===== config.mk =====
export PLATFORM = sky130hd
export DESIGN_NAME = pump_staging_runtime_balancer_core
export DESIGN_NICKNAME = d
export VERILOG_FILES = /design/src/design/psrb_pkg.sv /design/src/design/psrb_select.sv /design/src/design/pump_staging_runtime_balancer_core.sv
export SDC_FILE = /design/constraint.sdc
export NUM_CORES = 1
export LEC_CHECK = 0
export ABC_CLOCK_PERIOD_IN_PS = 24300
export BUFFER_PORTS_ARGS = -buffer_cell sky130_fd_sc_hd__buf_2
export CAP_MARGIN = 20
export CELL_PAD_IN_SITES_DETAIL_PLACEMENT = 0
export CELL_PAD_IN_SITES_GLOBAL_PLACEMENT = 1
export CORE_ASPECT_RATIO = 0.7
export CORE_MARGIN = 2
export CORE_UTILIZATION = 51
export CTS_CLUSTER_DIAMETER = 50
export DETAILED_ROUTE_END_ITERATION = 8
export PLACE_DENSITY = 0.87
export SYNTH_ARGS = -nofsm -noshare
export SYNTH_HDL_FRONTEND = slang
export SYNTH_SLANG_ARGS = --single-unit

===== constraint.sdc =====
create_clock -name clk -period 24.3 [get_ports clk]
set_input_delay 2.43 -clock clk [delete_from_list [all_inputs] [get_ports clk]]
set_output_delay 2.43 -clock clk [all_outputs]
set_load 0.05 [all_outputs]

===== src/design/psrb_pkg.sv =====
// shared types and constants for the pump staging runtime balancer
// no dependencies
package psrb_pkg;

  localparam int NPUMPS = 3;
  localparam int IDX_W = 2;
  localparam int STAMP_W = 32;
  localparam int TEMP_W = 16;
  localparam int HYST_W = 12;
  localparam int CFG_W = 32;
  localparam int CMP_W = TEMP_W + 2;

  localparam logic [HYST_W-1:0] HYST_RESET = HYST_W'(80);
  localparam logic [STAMP_W-1:0] INTERVAL_RESET = STAMP_W'(30 * 60 * 1000);
  localparam logic [STAMP_W-1:0] MIN_OFF_RESET = STAMP_W'(15 * 60 * 1000);

  typedef logic [NPUMPS-1:0][STAMP_W-1:0] stamp_arr_t;

  typedef enum logic [1:0] {
    ACT_NONE = 2'd0,
    ACT_ON   = 2'd1,
    ACT_OFF  = 2'd2,
    ACT_RSVD = 2'd3
  } action_t;

  typedef enum logic [1:0] {
    MODE_REGULATE = 2'd0,
    MODE_FORCE    = 2'd1,
    MODE_SHUTDOWN = 2'd2,
    MODE_NOP      = 2'd3
  } mode_t;

  typedef enum logic [1:0] {
    CFG_HYST     = 2'd0,
    CFG_INTERVAL = 2'd1,
    CFG_MIN_OFF  = 2'd2,
    CFG_NONE     = 2'd3
  } cfg_index_t;

  typedef struct packed {
    logic             stop_ok;
    logic [IDX_W-1:0] stop_idx;
    logic             start_ok;
    logic [IDX_W-1:0] start_idx;
  } sel_t;

endpackage


===== src/design/psrb_select.sv =====
// candidate selection: running pump with most runtime, rested idle pump with least
// depends on psrb_pkg
module psrb_select import psrb_pkg::*; (
  input  logic [NPUMPS-1:0]  running,
  input  stamp_arr_t         runtime,
  input  stamp_arr_t         last_off,
  input  logic [STAMP_W-1:0] now_ms,
  input  logic [STAMP_W-1:0] min_off_ms,
  output sel_t               sel
);

  logic [NPUMPS-1:0] rested;

  always_comb begin
    for (int i = 0; i < NPUMPS; i++) begin
      rested[i] = (now_ms - last_off[i]) >= min_off_ms;
    end
  end

  // ties keep the lowest index
  always_comb begin
    sel = '0;
    for (int i = 0; i < NPUMPS; i++) begin
      if (running[i] && (!sel.stop_ok || runtime[i] > runtime[sel.stop_idx])) begin
        sel.stop_ok  = 1'b1;
        sel.stop_idx = IDX_W'(i);
      end
      if (!running[i] && rested[i] &&
          (!sel.start_ok || runtime[i] < runtime[sel.start_idx])) begin
        sel.start_ok  = 1'b1;
        sel.start_idx = IDX_W'(i);
      end
    end
  end

endmodule


===== src/design/pump_staging_runtime_balancer_core.sv =====
// top level of the pump staging runtime balancer
// depends on psrb_pkg and psrb_select
//
// Usage:
//   in_*  : one item per sample (mode, pump index, timestamp, temperatures,
//           heating flag, optional runtime reports); accepted when in_valid
//           is high and in_stall is low
//   out_* : one result per item (pump mask, action, acted pump); taken when
//           out_valid is high and out_stall is low
//   cfg_* : register writes, taken on any cycle with cfg_we high
// The item is held in the input register; its result loads into the result
// register once that register is free, and can be taken from there.
// Throughput: one item per cycle while out_stall is low; the whole decision
// for an item is made combinationally, input register to result register.
// Reset (rst_n low, synchronous) stops every pump, clears runtimes and
// stamps, and restores the register defaults.
// When out_stall holds a result, one further item waits in the input
// register and in_stall rises until the result is taken.
module pump_staging_runtime_balancer_core import psrb_pkg::*; (
  input  logic                     clk,
  input  logic                     rst_n,
  input  logic                     cfg_we,
  input  logic [1:0]               cfg_index,
  input  logic [CFG_W-1:0]         cfg_wdata,
  input  logic                     in_valid,
  output logic                     in_stall,
  input  logic [1:0]               in_mode,
  input  logic [1:0]               in_pump_index,
  input  logic [STAMP_W-1:0]       in_now_ms,
  input  logic signed [TEMP_W-1:0] in_current_temp,
  input  logic signed [TEMP_W-1:0] in_target_temp,
  input  logic                     in_heating,
  input  logic                     in_runtimes_present,
  input  logic [STAMP_W-1:0]       in_runtime_a,
  input  logic [STAMP_W-1:0]       in_runtime_b,
  input  logic [STAMP_W-1:0]       in_runtime_c,
  output logic                     out_valid,
  input  logic                     out_stall,
  output logic [NPUMPS-1:0]        out_pump_on_mask,
  output logic [1:0]               out_action,
  output logic [1:0]               out_acted_pump
);

  logic [HYST_W-1:0]  hyst_r;
  logic [STAMP_W-1:0] interval_r;
  logic [STAMP_W-1:0] min_off_r;

  logic                     s1_valid_r;
  mode_t                    s1_mode_r;
  logic [IDX_W-1:0]         s1_pidx_r;
  logic [STAMP_W-1:0]       s1_now_r;
  logic signed [TEMP_W-1:0] s1_cur_r;
  logic signed [TEMP_W-1:0] s1_tgt_r;
  logic                     s1_heat_r;
  logic                     s1_fresh_r;
  stamp_arr_t               s1_rt_r;

  logic [NPUMPS-1:0]  run_r, run_nxt;
  stamp_arr_t         rt_r, rt_nxt;
  stamp_arr_t         off_r, off_nxt;
  logic [STAMP_W-1:0] chg_r, chg_nxt;

  logic              out_valid_r;
  logic [NPUMPS-1:0] out_mask_r;
  action_t           out_act_r, act_nxt;
  logic [IDX_W-1:0]  out_who_r, who_nxt;

  logic                    adv;
  logic                    in_take;
  logic                    interval_ok;
  logic signed [CMP_W-1:0] cur_x, tgt_x, hyst_x;
  logic                    temp_high, temp_low, stop_cond, start_cond;
  sel_t                    sel;

  assign adv     = s1_valid_r && (!out_valid_r || !out_stall);
  assign in_stall = s1_valid_r && !adv;
  assign in_take  = in_valid && !in_stall;

  assign out_valid        = out_valid_r;
  assign out_pump_on_mask = out_mask_r;
  assign out_action       = out_act_r;
  assign out_acted_pump   = out_who_r;

  // runtime refresh ahead of the decision
  always_comb begin
    for (int i = 0; i < NPUMPS; i++) begin
      if (s1_fresh_r && s1_rt_r[i] != '0 && s1_rt_r[i] != '1) begin
        rt_nxt[i] = s1_rt_r[i];
      end else begin
        rt_nxt[i] = rt_r[i];
      end
    end
  end

  psrb_select u_select (
    .running    (run_r),
    .runtime    (rt_nxt),
    .last_off   (off_r),
    .now_ms     (s1_now_r),
    .min_off_ms (min_off_r),
    .sel        (sel)
  );

  assign interval_ok = (s1_now_r - chg_r) >= interval_r;
  assign cur_x       = CMP_W'(s1_cur_r);
  assign tgt_x       = CMP_W'(s1_tgt_r);
  assign hyst_x      = signed'(CMP_W'(hyst_r));
  assign temp_high   = cur_x >= tgt_x + hyst_x;
  assign temp_low    = cur_x <= tgt_x - hyst_x;
  assign stop_cond   = s1_heat_r ? temp_high : temp_low;
  assign start_cond  = s1_heat_r ? temp_low : temp_high;

  always_comb begin
    run_nxt = run_r;
    off_nxt = off_r;
    chg_nxt = chg_r;
    act_nxt = ACT_NONE;
    who_nxt = '0;
    case (s1_mode_r)
      MODE_REGULATE: begin
        if (interval_ok) begin
          if (stop_cond) begin
            if (sel.stop_ok) begin
              for (int i = 0; i < NPUMPS; i++) begin
                if (sel.stop_idx == IDX_W'(i)) begin
                  run_nxt[i] = 1'b0;
                  off_nxt[i] = s1_now_r;
                end
              end
              chg_nxt = s1_now_r;
              act_nxt = ACT_OFF;
              who_nxt = sel.stop_idx;
            end
          end else if (start_cond && sel.start_ok) begin
            for (int i = 0; i < NPUMPS; i++) begin
              if (sel.start_idx == IDX_W'(i)) begin
                run_nxt[i] = 1'b1;
              end
            end
            chg_nxt = s1_now_r;
            act_nxt = ACT_ON;
            who_nxt = sel.start_idx;
          end
        end
      end
      MODE_FORCE: begin
        for (int i = 0; i < NPUMPS; i++) begin
          if (s1_pidx_r == IDX_W'(i)) begin
            run_nxt[i] = 1'b0;
          end
        end
      end
      MODE_SHUTDOWN: begin
        run_nxt = '0;
      end
      default: begin
      end
    endcase
  end

  always_ff @(posedge clk) begin
    if (!rst_n) begin
      hyst_r     <= HYST_RESET;
      interval_r <= INTERVAL_RESET;
      min_off_r  <= MIN_OFF_RESET;
    end else if (cfg_we) begin
      case (cfg_index_t'(cfg_index))
        CFG_HYST:     hyst_r     <= cfg_wdata[HYST_W-1:0];
        CFG_INTERVAL: interval_r <= cfg_wdata;
        CFG_MIN_OFF:  min_off_r  <= cfg_wdata;
        default: begin
        end
      endcase
    end
  end

  // input register
  always_ff @(posedge clk) begin
    if (!rst_n) begin
      s1_valid_r <= 1'b0;
    end else if (in_take) begin
      s1_valid_r <= 1'b1;
    end else if (adv) begin
      s1_valid_r <= 1'b0;
    end
  end

  always_ff @(posedge clk) begin
    if (in_take) begin
      s1_mode_r  <= mode_t'(in_mode);
      s1_pidx_r  <= in_pump_index;
      s1_now_r   <= in_now_ms;
      s1_cur_r   <= in_current_temp;
      s1_tgt_r   <= in_target_temp;
      s1_heat_r  <= in_heating;
      s1_fresh_r <= in_runtimes_present;
      s1_rt_r[0] <= in_runtime_a;
      s1_rt_r[1] <= in_runtime_b;
      s1_rt_r[2] <= in_runtime_c;
    end
  end

  // pump state and result register
  always_ff @(posedge clk) begin
    if (!rst_n) begin
      run_r       <= '0;
      rt_r        <= '0;
      off_r       <= '0;
      chg_r       <= '0;
      out_valid_r <= 1'b0;
      out_mask_r  <= '0;
      out_act_r   <= ACT_NONE;
      out_who_r   <= '0;
    end else begin
      if (adv) begin
        run_r       <= run_nxt;
        rt_r        <= rt_nxt;
        off_r       <= off_nxt;
        chg_r       <= chg_nxt;
        out_valid_r <= 1'b1;
        out_mask_r  <= run_nxt;
        out_act_r   <= act_nxt;
        out_who_r   <= who_nxt;
      end else if (!out_stall) begin
        out_valid_r <= 1'b0;
      end
    end
  end

`ifndef SYNTH
  a_on_bit_set: assert property (@(posedge clk) disable iff (!rst_n)
    out_valid && out_action == ACT_ON |->
      ((out_pump_on_mask >> out_acted_pump) & 3'b001) != 3'b000)
    else $error("switched-on pump not shown running");

  a_off_bit_clear: assert property (@(posedge clk) disable iff (!rst_n)
    out_valid && out_action == ACT_OFF |->
      ((out_pump_on_mask >> out_acted_pump) & 3'b001) == 3'b000)
    else $error("switched-off pump still shown running");

  a_idle_no_pump: assert property (@(posedge clk) disable iff (!rst_n)
    out_valid && out_action == ACT_NONE |-> out_acted_pump == '0)
    else $error("acted pump set without an action");

  a_change_stamp: assert property (@(posedge clk) disable iff (!rst_n)
    adv && act_nxt != ACT_NONE |=> chg_r == $past(s1_now_r))
    else $error("change stamp not taken on a switch");

  a_one_change: assert property (@(posedge clk) disable iff (!rst_n)
    adv && act_nxt != ACT_NONE |-> $countones(run_nxt ^ run_r) == 1)
    else $error("switch did not change exactly one pump");
`endif

endmodule

==> results_dict.tcl <==
set metrics [dict create \
    tightestPinTransition_ns 1.18 \
    cp-end-kind "register" \
    layout_setup_ws_ns 15.55 \
    p_int_mw 1.55 \
    drc 0 \
    n_fill_cell 5436 \
    synth_top_area_share 0.199 \
    antenna_found_initial 4 \
    dieArea_sq_um 63000 \
    area_growth_pct 11.8 \
    cts_buffer_depth 3 \
    drv_slew 0 \
    worstSkewPairLatency_ns 0.61 \
    hold_buffers 0 \
    worstSetupPathType "reg2reg" \
    yosysWarnings 0 \
    worstPathRequired_ns 24.75 \
    p_seq_frac 0.405 \
    yosysSeqAreaShare 0.359 \
    layout_common_cells "408 x ha_1, 382 x nor2_1, 309 x dfxtp_1" \
    tns_ns 0 \
    dieWidth_um 299 \
    cts_setup_buffers 0 \
    synth_area_sq_um 31100 \
    critPathMaxStageDelay_ns 0.86 \
    rows 75 \
    firstDrtPassIters 5 \
    cts.htree.levels 2 \
    hold_viol_final 0 \
    hpwl_mm 64.2 \
    drt_iter0_drc 1884 \
    cts_resized 0 \
    routed_wl_mm 83.5 \
    final_common_cell "ha_1" \
    cts.sink_count 475 \
    synthArstFlopShare 0 \
    clkPwrFrac 0.378 \
    cts_root_buf "clkbuf_16" \
    max_freq_mhz 114 \
    p_per_area_nw_per_um2 63.4 \
    grt_max_degree 140 \
    max_slew_margin 0.204 \
    syn_area_per_cell_sq_um 8.96 \
    ir_drop_uv 47.2 \
    portBuffers 213 \
    boundaryPins 214 \
    dr_total_vias 25300 \
    ys_ff_latch 475 \
    synth_edf_count 166 \
    dp_slack_ns 15.87 \
    grt_pass1_vias 22800 \
    core_sq_um 60100 \
    grt_pass1_wl_mm 129 \
    cts_tree "built" \
    synth_nets 4086 \
    cp_max_fo 47 \
    ant_nets 0 \
    slowest_stage "a2111oi_0" \
    synth_top_area_cell "dfxtp_1" \
    critical_path_buf_inv_count 3 \
    pwr-share-comb 0.218 \
    grt_overflow_total 0 \
    power.switching_mw 0.656 \
    clock_skew_ns 0.0193 \
    viasPerCell 5.62 \
    worstPathArrival_ns 9.20 \
    die_h_um 211 \
    synth_cell_type_count 74 \
    reg2reg_slack_ns 15.55 \
    period_share 0.360 \
    rsz0062_at_grt "false" \
    power_mw 2.20 \
    final_nets 4262 \
    clk_pin_slew_ns 0.06 \
    hold_path_class "reg2reg" \
    run_status "finished clean" \
    initial_core_util 0.518 \
    wl_per_cell_um 18.6 \
    grtUsageTotal 0.261 \
    crit_family "compound AO/OA/AOI/OAI gates" \
    synth_cells 3467 \
    drive_gt1_frac 0.104 \
    period_minus_slack_ns 8.75 \
    cts_buffers 52 \
    p_leak_nw 15.1 \
    synthTopCellsByArea "dfxtp_1 20%, ha_1 16%, edfxtp_1 16%, mux2i_1 6.3%, nor2_1 4.6%" \
    max_cap_viol_count 0 \
    synthFlopType "dfxtp_1" \
    p_sw_frac 0.298 \
    critical_path.startpoint_type "register" \
    gp_congestion 0.909 \
    setup_violations 0 \
]
[path summary, 6_finish.rpt]
| path | cells after the start | startpoint | to |
|---|---|---|---|
| worst max-delay path | 28 | s1_rt_r[25] | off_r[54] |
| worst min-delay path | 2 | interval_r[23] | interval_r[23] |
| worst max register to register | 28 | s1_rt_r[25] | off_r[54] |
| worst min register to register | 2 | interval_r[23] | interval_r[23] |
[registers in the layout, indices dropped and copies added, names as in the netlist, 2 cells and up]
register / flops
s1_rt_r: 96
s1_pidx_r: 2
min_off_r: 32
hyst_r: 12
s1_tgt_r: 16
out_pump_on_mask: 3
s1_mode_r: 2
off_r: 96
rt_r: 96
s1_now_r: 32
out_action: 2
s1_cur_r: 16
interval_r: 32
chg_r: 32
out_acted_pump: 2
[cell type report]
type	instances	area, sq um	share of cell area
multi-input combinational	2583	18400	0.529
sequential	475	11200	0.321
clock buffer	74	1530	0.0439
timing repair buffer	238	1270	0.0364
inverter	293	1110	0.0319
tap	808	1010	0.0291
clock inverter	22	270	0.00777
antenna	2	5.00	0.000144
[through the flow]
stage               instance area [sq um]  utilization  std cells  hold slack, ns
floorplan                           31100            -       3467           0.436
global placement                    32900        0.549       4396           0.442
detailed placement                  32900        0.549       4396           0.447
CTS                                 34700        0.578       4492           0.456
global route                        34800        0.579       4493           0.475
finish                              34800        0.579       4495           0.455
[metal layers]
layer | track usage | vias up | routed length [um]
met1 | 0.433 | 11800 | 44600
met5 | 0 | - | 0
met3 | 0.0475 | 70 | 6770
li1 | - | 12700 | -
met2 | 0.340 | 710 | 31000
met4 | 0.0484 | 0 | 1160
[cell usage after synthesis, types with 12 or more instances]
cell      instances
ha_1            408
nor2_1          382
dfxtp_1         309
inv_1           293
nand2_1         288
a21oi_1         241
mux2i_1         197
edfxtp_1        166
o21ai_0         164
a21o_1          103
clkbuf_1        103
xnor2_1          97
a211oi_1         87
nand4_1          75
nor3_1           60
nand3_1          47
o211ai_1         42
xor2_1           40
nor4_1           38
mux2_2           32
nand2b_1         32
nor2b_1          26
o21a_1           23
a31oi_1          19
o21bai_1         16
and3_1           14
or3_1            13
o31ai_1          12
[power groups by stage]
stage	registers, mW	logic, mW	clock network [mW]
6_report	0.891	0.479	0.832
4_1_cts	0.890	0.473	0.848
3_5_place_dp	0.907	0.470	0
3_3_place_gp	0.907	0.466	0
5_1_grt	0.895	0.542	0.880
2_1_floorplan	0.898	0.342	0
[tightest hold or removal path, cell delays in order, from the launching register on]
cell     delay [ns]
dfxtp_1        0.31
nand2_1        0.05
a21oi_1        0.05
[kinds of logic (layout without fill, tap and decap cells)]
logic type	after synthesis	after routing	synth area share
AND/OR/NAND/NOR	1022	1022	0.149
AO/OA/AOI/OAI	781	781	0.159
flip-flops	475	475	0.359
adder cells (fa/ha/maj)	414	414	0.168
buffers and inverters	409	627	0.0506
multiplexers	229	229	0.0750
XOR/XNOR	137	137	0.0386
other	0	2	0
(Power assumes the default switching activity.)
